`config.mk`:
```
export PLATFORM = sky130hd
export DESIGN_NAME = playfair_ascii_grid_cipher
export DESIGN_NICKNAME = d
export VERILOG_FILES = /design/src/pfgc_pkg.sv /design/src/playfair_ascii_grid_cipher.sv /design/src/pfgc_lane.sv /design/src/pfgc_merge.sv
export VERILOG_INCLUDE_DIRS = /design/src /design/src/src
export SDC_FILE = /design/constraint.sdc
export NUM_CORES = 2
export LEC_CHECK = 0
export BUFFER_PORTS_ARGS = -buffer_cell sky130_fd_sc_hd__buf_2
export CORE_UTILIZATION = 50
export CTS_BUF_LIST = sky130_fd_sc_hd__clkbuf_8
export DETAILED_ROUTE_END_ITERATION = 7
export PLACE_DENSITY = 0.68
export SETUP_SLACK_MARGIN = 0.5
export SLEW_MARGIN = 30
export SYNTH_ARGS = -nofsm -noshare
export SYNTH_HDL_FRONTEND = slang
export SYNTH_HIERARCHICAL = 1
export SYNTH_SLANG_ARGS = --single-unit
export TNS_END_PERCENT = 10
```
`constraint.sdc`:
```
create_clock -name clock -period 5.35 [get_ports clock]
set_clock_uncertainty 0.05 [all_clocks]
set_input_delay 0.8025 -clock clock [delete_from_list [all_inputs] [get_ports clock]]
set_output_delay 0.8025 -clock clock [all_outputs]
set_load 0.05 [all_outputs]
```
`src/playfair_ascii_grid_cipher_macros.svh`:
```
// Assertion macros shared by the playfair grid cipher RTL.
`ifndef PLAYFAIR_ASCII_GRID_CIPHER_MACROS_SVH
`define PLAYFAIR_ASCII_GRID_CIPHER_MACROS_SVH

// Same-cycle implication, sampled on the rising clock edge outside of reset.
`define PFGC_ASSERT_NOW(name, ante, cons, msg) \
   name: assert property (@(posedge clock) disable iff (reset) (ante) |-> cons) \
      else $error(msg);

// Next-cycle implication, sampled on the rising clock edge outside of reset.
`define PFGC_ASSERT_NEXT(name, ante, cons, msg) \
   name: assert property (@(posedge clock) disable iff (reset) (ante) |=> cons) \
      else $error(msg);

`endif

```
`src/pfgc_pkg.sv`:
```
// Shared constants, codes and types of the playfair grid cipher.
package pfgc_pkg;

   // Grid geometry.
   localparam int GRID_ROWS  = 10;
   localparam int GRID_COLS  = 10;
   localparam int CELL_COUNT = GRID_ROWS * GRID_COLS;
   localparam int CELL_W     = $clog2(CELL_COUNT);
   localparam int FILL_W     = $clog2(CELL_COUNT + 1);
   localparam int ROW_W      = $clog2(GRID_ROWS);
   localparam int COL_W      = $clog2(GRID_COLS);

   // Character codes.
   localparam int CHAR_W     = 7;
   localparam int CODE_COUNT = 128;
   localparam logic [CHAR_W-1:0] FIRST_PRINT = 7'd32;
   localparam logic [CHAR_W-1:0] LAST_PRINT  = 7'd126;
   localparam logic [CHAR_W-1:0] PAD_CHAR    = 7'h78;

   localparam logic [ROW_W-1:0] LAST_ROW = ROW_W'(GRID_ROWS - 1);
   localparam logic [COL_W-1:0] LAST_COL = COL_W'(GRID_COLS - 1);

   // Operation codes of an input beat.
   localparam logic [1:0] OP_KEY     = 2'd0;
   localparam logic [1:0] OP_FINISH  = 2'd1;
   localparam logic [1:0] OP_ENCRYPT = 2'd2;
   localparam logic [1:0] OP_DECRYPT = 2'd3;

   // Grid position of one character.
   typedef struct packed {
      logic [ROW_W-1:0] row;
      logic [COL_W-1:0] col;
   } pos_type;

   // Placement of one character, broadcast to every lane.
   typedef struct packed {
      logic              en;
      logic [CELL_W-1:0] slot;
      logic [CHAR_W-1:0] code;
      pos_type           pos;
   } write_type;

   // One result beat.
   typedef struct packed {
      logic [CHAR_W-1:0] out_a;
      logic [CHAR_W-1:0] out_b;
      logic [1:0]        out_count;
      logic              out_last;
   } result_type;

endpackage

```
`src/playfair_ascii_grid_cipher.sv`:
```
// Playfair cipher over a grid of printable ASCII: one lane per pair character.
//
// Key characters (op 0) are taken one per cycle while the input is not held
// off and fill the grid in row-major order; a finish beat (op 1) then walks
// the codes 32..126 one per cycle, so it holds off the input until the walk
// is done. An encrypt or decrypt pair passes through a position lookup in
// the per-lane position memories and then a read of the grid memory, and the
// next pair can be taken once the result of the one before is handed off.
// A result waits in an output register, which does not hold off the next
// input beat until a second result is ready. Key and finish beats give no
// result. Reset clears the control state and the used flags; unwritten
// memory entries are masked on read, so no clearing pass is needed.
`include "playfair_ascii_grid_cipher_macros.svh"

module playfair_ascii_grid_cipher (
   input  logic                          clock,
   input  logic                          reset,
   input  logic                          req_valid,
   output logic                          req_stall,
   input  logic [1:0]                    req_op,
   input  logic [pfgc_pkg::CHAR_W-1:0]   req_char_a,
   input  logic [pfgc_pkg::CHAR_W-1:0]   req_char_b,
   input  logic                          req_b_present,
   input  logic                          req_last_pair,
   output logic                          rsp_valid,
   input  logic                          rsp_stall,
   output logic [pfgc_pkg::CHAR_W-1:0]   rsp_out_a,
   output logic [pfgc_pkg::CHAR_W-1:0]   rsp_out_b,
   output logic [1:0]                    rsp_out_count,
   output logic                          rsp_out_last
);
   import pfgc_pkg::*;

   localparam logic [1:0] ST_IDLE = 2'd0;
   localparam logic [1:0] ST_ADDR = 2'd1;
   localparam logic [1:0] ST_DATA = 2'd2;
   localparam logic [1:0] ST_FILL = 2'd3;

   logic [1:0]            state_ff, state_in;
   logic [CHAR_W-1:0]     scan_ff, scan_in;
   logic [FILL_W-1:0]     fill_ff;
   logic [ROW_W-1:0]      frow_ff;
   logic [COL_W-1:0]      fcol_ff;
   logic [CODE_COUNT-1:0] used_ff;
   logic                  dec_ff;
   logic                  last_ff;
   logic                  rsp_valid_ff;
   result_type            rsp_ff;

   logic              accept;
   logic              is_pair;
   logic              out_busy;
   logic              load_out;
   logic              full;
   logic              key_place;
   logic              scan_place;
   logic              place_en;
   logic [CHAR_W-1:0] place_code;
   logic [CHAR_W-1:0] code_b;
   logic [1:0]        op_state;
   write_type         wr;
   pos_type           pos_a, pos_b;
   logic [CELL_W-1:0] cell_a, cell_b;
   logic [CHAR_W-1:0] data_a, data_b;
   result_type        result;

   // Input handshake.
   assign out_busy  = rsp_valid_ff && rsp_stall;
   assign req_stall = (state_ff == ST_ADDR) || (state_ff == ST_FILL)
                   || ((state_ff == ST_DATA) && out_busy);
   assign accept    = req_valid && !req_stall;
   assign is_pair   = (req_op == OP_ENCRYPT) || (req_op == OP_DECRYPT);
   assign code_b    = req_b_present ? req_char_b : PAD_CHAR;

   // Placement of a key character or of a code found unused by the finish walk.
   assign full       = fill_ff == FILL_W'(CELL_COUNT);
   assign key_place  = accept && (req_op == OP_KEY)
                    && (req_char_a inside {[FIRST_PRINT:LAST_PRINT]})
                    && !used_ff[req_char_a];
   assign scan_place = (state_ff == ST_FILL) && !used_ff[scan_ff];
   assign place_en   = (key_place || scan_place) && !full;
   assign place_code = (state_ff == ST_FILL) ? scan_ff : req_char_a;

   assign wr.en   = place_en;
   assign wr.slot = fill_ff[CELL_W-1:0];
   assign wr.code = place_code;
   assign wr.pos  = '{row: frow_ff, col: fcol_ff};

   // Fill pointer and used flags.
   always_ff @(posedge clock) begin
      if (reset) begin
         fill_ff <= '0;
         frow_ff <= '0;
         fcol_ff <= '0;
         used_ff <= '0;
      end else if (place_en) begin
         fill_ff             <= fill_ff + FILL_W'(1);
         used_ff[place_code] <= 1'b1;
         if (fcol_ff == LAST_COL) begin
            fcol_ff <= '0;
            frow_ff <= frow_ff + ROW_W'(1);
         end else begin
            fcol_ff <= fcol_ff + COL_W'(1);
         end
      end
   end

   // Next state for a beat taken this cycle.
   always_comb begin
      case (req_op)
         OP_KEY:    op_state = ST_IDLE;
         OP_FINISH: op_state = ST_FILL;
         default:   op_state = ST_ADDR;
      endcase
   end

   // Sequencer: lookup, grid read, result hand-off, finish walk.
   always_comb begin
      state_in = state_ff;
      scan_in  = scan_ff;
      load_out = 1'b0;
      case (state_ff)
         ST_IDLE: begin
            if (accept) begin
               state_in = op_state;
            end
         end
         ST_ADDR: begin
            state_in = ST_DATA;
         end
         ST_DATA: begin
            if (!out_busy) begin
               load_out = 1'b1;
               state_in = accept ? op_state : ST_IDLE;
            end
         end
         ST_FILL: begin
            scan_in = scan_ff + CHAR_W'(1);
            if (scan_ff == LAST_PRINT) begin
               state_in = ST_IDLE;
            end
         end
         default: begin
            state_in = ST_IDLE;
         end
      endcase
      if (accept && (req_op == OP_FINISH)) begin
         scan_in = FIRST_PRINT;
      end
   end

   always_ff @(posedge clock) begin
      if (reset) begin
         state_ff <= ST_IDLE;
         scan_ff  <= FIRST_PRINT;
      end else begin
         state_ff <= state_in;
         scan_ff  <= scan_in;
      end
   end

   // Pair attributes travel with the pair to the result.
   always_ff @(posedge clock) begin
      if (accept && is_pair) begin
         dec_ff  <= req_op == OP_DECRYPT;
         last_ff <= req_last_pair;
      end
   end

   // Lane A looks up the first character, lane B the second.
   pfgc_lane u_lane_a (
      .clock      (clock),
      .wr         (wr),
      .look_en    (accept && is_pair),
      .look_code  (req_char_a),
      .look_hit   (used_ff[req_char_a]),
      .pos        (pos_a),
      .read_en    (state_ff == ST_ADDR),
      .read_cell  (cell_a),
      .fill_count (fill_ff),
      .cell_data  (data_a)
   );

   pfgc_lane u_lane_b (
      .clock      (clock),
      .wr         (wr),
      .look_en    (accept && is_pair),
      .look_code  (code_b),
      .look_hit   (used_ff[code_b]),
      .pos        (pos_b),
      .read_en    (state_ff == ST_ADDR),
      .read_cell  (cell_b),
      .fill_count (fill_ff),
      .cell_data  (data_b)
   );

   pfgc_merge u_merge (
      .pos_a  (pos_a),
      .pos_b  (pos_b),
      .dec    (dec_ff),
      .last   (last_ff),
      .cell_a (cell_a),
      .cell_b (cell_b),
      .data_a (data_a),
      .data_b (data_b),
      .result (result)
   );

   // Output register holds a result beat until it is taken.
   always_ff @(posedge clock) begin
      if (reset) begin
         rsp_valid_ff <= 1'b0;
      end else if (load_out) begin
         rsp_valid_ff <= 1'b1;
      end else if (!rsp_stall) begin
         rsp_valid_ff <= 1'b0;
      end
   end

   always_ff @(posedge clock) begin
      if (load_out) begin
         rsp_ff <= result;
      end
   end

   assign rsp_valid     = rsp_valid_ff;
   assign rsp_out_a     = rsp_ff.out_a;
   assign rsp_out_b     = rsp_ff.out_b;
   assign rsp_out_count = rsp_ff.out_count;
   assign rsp_out_last  = rsp_ff.out_last;

   // Checks on the sequencer and the fill logic.
   `PFGC_ASSERT_NEXT(a_pair_reaches_data, accept && is_pair,
      ##1 (state_ff == ST_DATA), "pair did not reach the grid read stage")
   `PFGC_ASSERT_NEXT(a_place_advances, place_en,
      (fill_ff == $past(fill_ff) + FILL_W'(1)) && used_ff[$past(place_code)],
      "placement did not advance the fill pointer")
   `PFGC_ASSERT_NOW(a_fill_bound, 1'b1, (fill_ff <= FILL_W'(CELL_COUNT)),
      "fill pointer ran past the grid")
   `PFGC_ASSERT_NOW(a_result_source, $rose(rsp_valid_ff), ($past(state_ff) == ST_DATA),
      "result appeared outside the hand-off stage")
   `PFGC_ASSERT_NOW(a_drop_only_last, rsp_valid_ff && (rsp_out_count == 2'd1),
      (rsp_out_last && (rsp_out_b == '0)), "character dropped outside the last pair")

endmodule

```
`src/pfgc_lane.sv`:
```
// One lookup lane: a copy of the position and grid memories with its own read ports.
module pfgc_lane (
   input  logic                          clock,
   input  pfgc_pkg::write_type           wr,
   input  logic                          look_en,
   input  logic [pfgc_pkg::CHAR_W-1:0]   look_code,
   input  logic                          look_hit,
   output pfgc_pkg::pos_type             pos,
   input  logic                          read_en,
   input  logic [pfgc_pkg::CELL_W-1:0]   read_cell,
   input  logic [pfgc_pkg::FILL_W-1:0]   fill_count,
   output logic [pfgc_pkg::CHAR_W-1:0]   cell_data
);
   import pfgc_pkg::*;

   pos_type           pos_mem_ff  [CODE_COUNT];
   logic [CHAR_W-1:0] grid_mem_ff [CELL_COUNT];

   pos_type           pos_q_ff;
   logic              hit_ff;
   logic [CHAR_W-1:0] data_q_ff;
   logic              filled_ff;

   // Every lane takes the same placements, so all copies stay equal.
   always_ff @(posedge clock) begin
      if (wr.en) begin
         pos_mem_ff[wr.code]  <= wr.pos;
         grid_mem_ff[wr.slot] <= wr.code;
      end
   end

   // Position lookup; a code never placed reads as row 0, column 0.
   always_ff @(posedge clock) begin
      if (look_en) begin
         pos_q_ff <= pos_mem_ff[look_code];
         hit_ff   <= look_hit;
      end
   end

   assign pos = hit_ff ? pos_q_ff : '0;

   // Grid read; cells beyond the fill count have never been written and read as 0.
   always_ff @(posedge clock) begin
      if (read_en) begin
         data_q_ff <= grid_mem_ff[read_cell];
         filled_ff <= FILL_W'(read_cell) < fill_count;
      end
   end

   assign cell_data = filled_ff ? data_q_ff : '0;

endmodule

```
`src/pfgc_merge.sv`:
```
// Combines the two lanes: picks the cells to read from the pair rules and forms the result.
module pfgc_merge (
   input  pfgc_pkg::pos_type             pos_a,
   input  pfgc_pkg::pos_type             pos_b,
   input  logic                          dec,
   input  logic                          last,
   output logic [pfgc_pkg::CELL_W-1:0]   cell_a,
   output logic [pfgc_pkg::CELL_W-1:0]   cell_b,
   input  logic [pfgc_pkg::CHAR_W-1:0]   data_a,
   input  logic [pfgc_pkg::CHAR_W-1:0]   data_b,
   output pfgc_pkg::result_type          result
);
   import pfgc_pkg::*;

   pos_type tgt_a;
   pos_type tgt_b;

   function automatic logic [COL_W-1:0] col_step(logic [COL_W-1:0] c, logic back);
      if (back) begin
         return (c == '0) ? LAST_COL : c - COL_W'(1);
      end
      return (c == LAST_COL) ? '0 : c + COL_W'(1);
   endfunction

   function automatic logic [ROW_W-1:0] row_step(logic [ROW_W-1:0] r, logic back);
      if (back) begin
         return (r == '0) ? LAST_ROW : r - ROW_W'(1);
      end
      return (r == LAST_ROW) ? '0 : r + ROW_W'(1);
   endfunction

   function automatic logic [CELL_W-1:0] cell_of(pos_type p);
      return CELL_W'(p.row) * CELL_W'(GRID_COLS) + CELL_W'(p.col);
   endfunction

   // Same row shifts along the row, same column along the column, else swap corners.
   always_comb begin
      if (pos_a.row == pos_b.row) begin
         tgt_a = '{row: pos_a.row, col: col_step(pos_a.col, dec)};
         tgt_b = '{row: pos_b.row, col: col_step(pos_b.col, dec)};
      end else if (pos_a.col == pos_b.col) begin
         tgt_a = '{row: row_step(pos_a.row, dec), col: pos_a.col};
         tgt_b = '{row: row_step(pos_b.row, dec), col: pos_b.col};
      end else begin
         tgt_a = '{row: pos_a.row, col: pos_b.col};
         tgt_b = '{row: pos_b.row, col: pos_a.col};
      end
   end

   assign cell_a = cell_of(tgt_a);
   assign cell_b = cell_of(tgt_b);

   // A trailing pad character on the last decrypted pair is dropped.
   always_comb begin
      result.out_a     = data_a;
      result.out_b     = data_b;
      result.out_count = 2'd2;
      result.out_last  = last;
      if (dec && last && data_b == PAD_CHAR) begin
         result.out_b     = '0;
         result.out_count = 2'd1;
      end
   end

endmodule
```
# --- Word level (Yosys, flattened, before mapping) ---
# Memory sizes are Yosys's and may differ from the RTL's. A register that Yosys moved wholly into a read port is not among the register bits.
# Cells that the tools add are included.
op_classes:
  add_sub_neg: 14
  multipliers: 2
  div_mod_pow: 0
  n_lt_le_gt_ge: 9
  n_eq_ne: 20
  shifts: 0
  n_mux: 51
  bitwise: 1
  n_reduce_logical: 31
op_table:
  columns: ["operator", "count"]
  rows:
  - ["128-bit OR", 1]
  - ["4-bit 2-to-1 mux", 17]
  - ["8-bit 2-to-1 mux", 6]
  - ["7-bit by 8-bit < comparator with 1-bit output, second input constant", 4]
  - ["4-bit by 1-bit adder with 4-bit output, second input constant", 6]
  - ["1-bit binary-select mux with 7-bit select", 3]
  - ["7-bit equality test, second input constant", 3]
  - ["7-bit 2-to-1 mux", 3]
  - ["4-bit equality test, second input constant", 5]
  - ["4-bit logical NOT", 4]
  - ["4-bit by 1-bit subtractor with 4-bit output, second input constant", 4]
  - ["7-bit by 1-bit adder with 7-bit output, second input constant", 2]
  - ["7-bit by 4-bit adder with 7-bit output", 2]
  - ["1-bit logical AND", 14]
  - ["7-bit < comparator", 2]
  - ["1-bit 2-to-1 mux", 14]
  - ["4-bit by 3-bit multiplier with 6-bit output, second input constant", 2]
  - ["2-bit 2-to-1 mux", 5]
  - ["2-bit equality test, second input constant", 4]
  - ["4-bit equality test", 2]
  - ["2-bit one-hot mux with 4 select lines", 1]
  - ["1-bit demux with 7-bit select", 1]
  - ["7-bit by 1-bit greater-or-equal comparator with 1-bit output, second input constant", 1]
  - ["7-bit by 6-bit greater-or-equal comparator with 1-bit output, second input constant", 1]
  - ["11 further kinds", 21]
totals:
  regBits: 176
  latch_bits: 0
  ramBits: 3448
  romBits: 0
  input_bits: 22
  out_inout_bits: 19
  elab_cells: 149
  mem_count: 4
mem_list:
  columns: ["name", "words", "width", "read_ports", "rd_clocked_by_memory_dff", "write_ports", "line", "source"]
  rows:
  - ["u_lane_a.pos_mem_ff", 128, 8, 1, 1, 1, "pfgc_lane.sv:16", "pos_type pos_mem_ff [CODE_COUNT];"]
  - ["u_lane_b.pos_mem_ff", 128, 8, 1, 1, 1, "pfgc_lane.sv:16", null]
  - ["u_lane_a.grid_mem_ff", 100, 7, 1, 1, 1, "pfgc_lane.sv:17", "logic [CHAR_W-1:0] grid_mem_ff [CELL_COUNT];"]
  - ["u_lane_b.grid_mem_ff", 100, 7, 1, 1, 1, "pfgc_lane.sv:17", null]

# --- Longest topological paths before layout ---
logic_depth:
  ltp_word: 12
  depth_mapped: 20
  ltp_nobuf: 17

# --- Modules after synthesis ---
# The synthesis kept the hierarchy.
by_module_without_submodules:
  columns: ["mod", "instances", "cells_each", "area_each_um2", "seq_area_each_um2"]
  rows:
  - ["pfgc_lane", 2, 2958, 67531.0, 52280.1]
  - ["playfair_ascii_grid_cipher", 1, 972, 9519.1, 3633.5]
  - ["pfgc_merge", 1, 214, 1511.4, 0.0]

# --- Worst setup path before layout ---
# No wires, ideal clock.
synth_timing:
  path_kind: "input port to flip-flop"
  start: "input req_char_a[5] (netlist bit)"
  end: "memory u_lane_a/pos_mem_ff[34][0] (netlist bit) (enable)"
  setup_ns: 0.383
  arrival_ns: 5.134
  path_slack_ns: -0.217
  path_stages: 7
  path_buffers: 1
  path_cell_list: "clkbuf_1 mux2i_1 inv_1 nor2b_1 nor4bb_1 nand2_1 nor3_1"
synth_rtl:
  columns: ["item", "line", "source"]
  rows:
  - ["start, declared", "playfair_ascii_grid_cipher.sv:21", "input logic [pfgc_pkg::CHAR_W-1:0] req_char_a,"]
  - ["7-bit 2-to-1 mux", "playfair_ascii_grid_cipher.sv:82", "assign place_code = (state_ff == ST_FILL) ? scan_ff : req_char_a;"]
  - ["net place_code[5]", "playfair_ascii_grid_cipher.sv:58", "logic [CHAR_W-1:0] place_code;"]
  - ["end, declared", "pfgc_lane.sv:16", null]
# The timed path passes the listed nets, and every way through them passes these cells. The select of a mux whose other input is x is not followed.

==> Implementation_results.wiki <==
{| class="wikitable"
! Metric !! Value
|-
| Detailed-placement wirelength estimate || 209000 µm
|-
| Pin count of the biggest net entering global routing || 213
|-
| Critical path endpoint category || register
|-
| I/O Buffers || 40
|-
| Remaining antenna violation count || 0
|-
| Placed cell area || roughly 150000 µm²
|-
| Share of synthesized flip-flops with an asynchronous set or reset || 0%
|-
| Detailed-route wire length || 350000 µm
|-
| Clock latency of the later-clocked register in the worst-skew pair || ~1200 ps
|-
| Routability cong. || approximately 0.9
|-
| DIE AREA || 294000 µm²
|-
| Worst slew margin || ~22%
|-
| HP Class || in2reg
|-
| Top-level I/O count || about 40
|-
| Fmax || just over 0.2 GHz
|-
| Post-route DRC violation count || 0
|-
| Number of buffers inserted during clock tree synthesis || about 590
|-
| Iteration-0 DRC Markers || about 8500
|-
| Vias in the first global route || 76500
|-
| Share of Yosys cell area claimed by the top area cell type || 72.0%
|-
| Crit path max fanout || 8
|-
| Chip width || ~540 µm
|-
| Detailed-route wire length per cell || ~28 µm
|-
| Number of distinct standard cells referenced by the synthesized netlist || 84
|-
| Dominant cells by area after synthesis || sky130_fd_sc_hd__edfxtp_1 (72%), sky130_fd_sc_hd__mux4_2 (16%), sky130_fd_sc_hd__dfxtp_1 (2.1%)
|-
| Drt pass-1 iters || 6
|-
| Multi-input combinational cell area || between 30000 and 40000 µm²
|-
| Initial antenna violation count || 6
|-
| Final Max Slew Viols || 0
|-
| Power density over cell area || 362 nW/µm²
|-
| Number of cells on the worst reg-to-reg path || 17
|-
| Commonest non-fill, non-tap cell in the layout || sky130_fd_sc_hd__edfxtp_1
|-
| Post-Synthesis Cells || 7102
|-
| Fin Setup TNS || 0 ps
|-
| Final count of negative-setup-slack endpoints || 0
|-
| Post-synth EDFFs || approximately 3500
|-
| Largest vdd supply drop || ~0.00024 V
|-
| First-pass GRT wire length || between 500000 and 600000 µm
|-
| Commonest cells after routing, fill and taps aside || sky130_fd_sc_hd__edfxtp_1 (3501), sky130_fd_sc_hd__mux4_2 (1066), sky130_fd_sc_hd__nor2_1 (634)
|-
| Final critical path time including I/O delays and setup || 4830 ps
|-
| Largest area contributor in the synthesized netlist || sky130_fd_sc_hd__edfxtp_1
|-
| Number of levels the H-tree was split into || 6
|-
| Slew @ Worst Pin || ~1200 ps
|-
| Launching element type of the critical path || register
|-
| Vias per cell || 6.14
|-
| Worst-case clock buffer depth || 4
|-
| Mean instance size in the synthesized netlist || just over 20 µm²
|-
| Register bit total from synthesis || approximately 3700
|-
| Final worst path period share || roughly 90%
|-
| Cell chosen for the clock root || sky130_fd_sc_hd__clkbuf_8
|-
| Syn_nets || roughly 7200
|-
| Synthesis Warnings || 6
|-
| Post-route cell area || about 170000 µm²
|-
| Outcome || complete, no violations
|-
| Starting utilization of the core area || roughly 50%
|-
| Total power of the final layout || approximately 60 mW
|-
| Register area || 108000 µm²
|-
| Category of the most critical setup path || reg2reg
|-
| # rows || approximately 200
|-
| Area growth from synthesis to layout || 14.0%
|-
| Number of hold-slack violations in the final timing report || 0
|-
| Minimum hold slack || between 100 and 150 ps
|-
| Share of layout cells above drive strength 1 || about a third
|-
| Area of the core || roughly 290000 µm²
|-
| Detailed-route via count || ~76000
|-
| Cell leakage power || approximately 55 nW
|-
| Netlist area before placement || around 150000 µm²
|-
| Required time of the critical path || ~6300 ps
|-
| Total grt overflow || 0
|-
| Number of filler instances in the final layout || 21200
|-
| CTS tree || done
|-
| Overall global routing resource usage || 23.5%
|-
| Num Clock Sinks || around 3700
|-
| Number of cells in the finished layout apart from fillers || 12300
|-
| Setup repair after global routing missed its margin || true
|-
| Clock slew at the register clock pins of the worst setup and hold paths || 60 ps
|-
| Data arrival time of the worst path || between 5000 and 6000 ps
|-
| Register area share after synthesis || approximately three quarters
|-
| Number of violations of the max-capacitance limit || 0
|-
| Vertical die dimension || between 500 and 600 µm
|-
| Primary flip-flop cell chosen by synthesis mapping || sky130_fd_sc_hd__edfxtp_1
|-
| Net total in the final layout || roughly 8000
|-
| Dpl cells || 11300
|-
| Cell count of the worst hold path || 2
|}
## per-stage QoR
stage | setup WS [ps] | util (%)
floorplan | 249 | -
global placement | -2.69 | 53.2
detailed placement | -110 | 53.2
CTS | 497 | 56.9
global route | 411 | 57.3
finish | 516 | 57.3
## power breakdown
group          internal (mW)  leakage (nW)  switching [mW]
Combinational           3.03          14.4            3.99
Clock                   11.0          6.02            10.9
Sequential              31.2          34.8          0.0327
## cell usage after synthesis, drive strengths merged (15+ instances only)
| cell type | count |
|---|---|
| a2111oi | 15 |
| a211oi | 26 |
| a21oi | 82 |
| a221oi | 30 |
| a31oi | 129 |
| and2 | 38 |
| buf | 227 |
| clkbuf | 207 |
| dfxtp | 153 |
| edfxtp | 3501 |
| ha | 36 |
| inv | 57 |
| mux2 | 20 |
| mux2i | 122 |
| mux4 | 1088 |
| nand2 | 136 |
| nand2b | 26 |
| nand3 | 74 |
| nand3b | 18 |
| nand4 | 21 |
| nor2 | 639 |
| nor2b | 85 |
| nor3 | 43 |
| nor4 | 20 |
| o211ai | 22 |
| o21ai | 48 |
| o22ai | 94 |
| xnor2 | 19 |
## worst max-delay path: stages, from the launching register on
cell and delay (ps):
sky130_fd_sc_hd__edfxtp_1 470, sky130_fd_sc_hd__and2_1 230, sky130_fd_sc_hd__xor2_2 230, sky130_fd_sc_hd__nor4_4 80, sky130_fd_sc_hd__buf_4 150, sky130_fd_sc_hd__or4_1 530, sky130_fd_sc_hd__a221o_1 360, sky130_fd_sc_hd__ha_1 340
sky130_fd_sc_hd__ha_4 330, sky130_fd_sc_hd__a21oi_4 80, sky130_fd_sc_hd__xnor2_4 320, sky130_fd_sc_hd__buf_4 220, sky130_fd_sc_hd__mux2i_1 90, sky130_fd_sc_hd__nand3_1 90, sky130_fd_sc_hd__nand2_1 110, sky130_fd_sc_hd__a2111oi_1 630
sky130_fd_sc_hd__a21oi_1 160, sky130_fd_sc_hd__a21oi_1 190
## state kept, by name, summed over array words and instances (netlist names), 7 cells and up
| name | cells |
|---|---|
| u_lane_b/pos_mem_ff | 1024 |
| u_lane_a/pos_q_ff | 8 |
| u_lane_b/grid_mem_ff | 700 |
| rsp_out_b | 7 |
| fill_ff | 7 |
| used_ff | 128 |
| scan_ff | 7 |
| rsp_out_a | 7 |
| u_lane_b/data_q_ff | 7 |
| u_lane_a/data_q_ff | 7 |
| u_lane_a/pos_mem_ff | 1024 |
| u_lane_a/grid_mem_ff | 700 |
| u_lane_b/pos_q_ff | 8 |
## layer usage
metal | vias up | track usage (%) | part of all wire, %
met5 | - | 0.329 | 0.035
met4 | 2 | 8.07 | 3.4
met3 | 682 | 3.95 | 8.0
met2 | 3595 | 37.8 | 49
met1 | 40100 | 32.8 | 40
li1 | 31400 | - | -
## final timing paths
path	from	end	slack, ps
setup / recovery	u_lane_a/hit_ff	u_lane_a/data_q_ff[5]	520
hold / removal	req_op[1]	dec_ff	120
setup reg to reg	u_lane_a/hit_ff	u_lane_a/data_q_ff[5]	520
hold reg to reg	last_ff	rsp_out_last	420
## cells by family after synthesis
| family | synth area share (%) |
|---|---|
| AO/OA/AOI/OAI | 2.39 |
| XOR/XNOR | 0.168 |
| adder cells (fa/ha/maj) | 0.363 |
| buffers and inverters | 1.72 |
| flip-flops | 74.1 |
| multiplexers | 17.8 |
| AND/OR/NAND/NOR | 3.47 |
## area by class of cell
class | count | share of cell area, %
flip-flops and latches | 3654 | 65.0
diodes | 4 | 0.00601
clock inverters | 434 | 1.42
repair inverters | 1 | 0.00526
well taps | 3900 | 2.93
multi-input cells | 2953 | 21.6
inverters | 57 | 0.163
clock buffers | 598 | 4.94
repair buffers | 746 | 3.96
## what timing repair did
item | CTS | global route
resized for setup | 27 | 96
setup buffers | 12 | 26
gates cloned | 1 | 8
hold endpoints to repair | 4 | 0
pin swaps | 6 | 18
hold buffers | 6 | 0
setup endpoints to repair | 15 | 495
No activity file was read; power rests on OpenSTA's default activity.
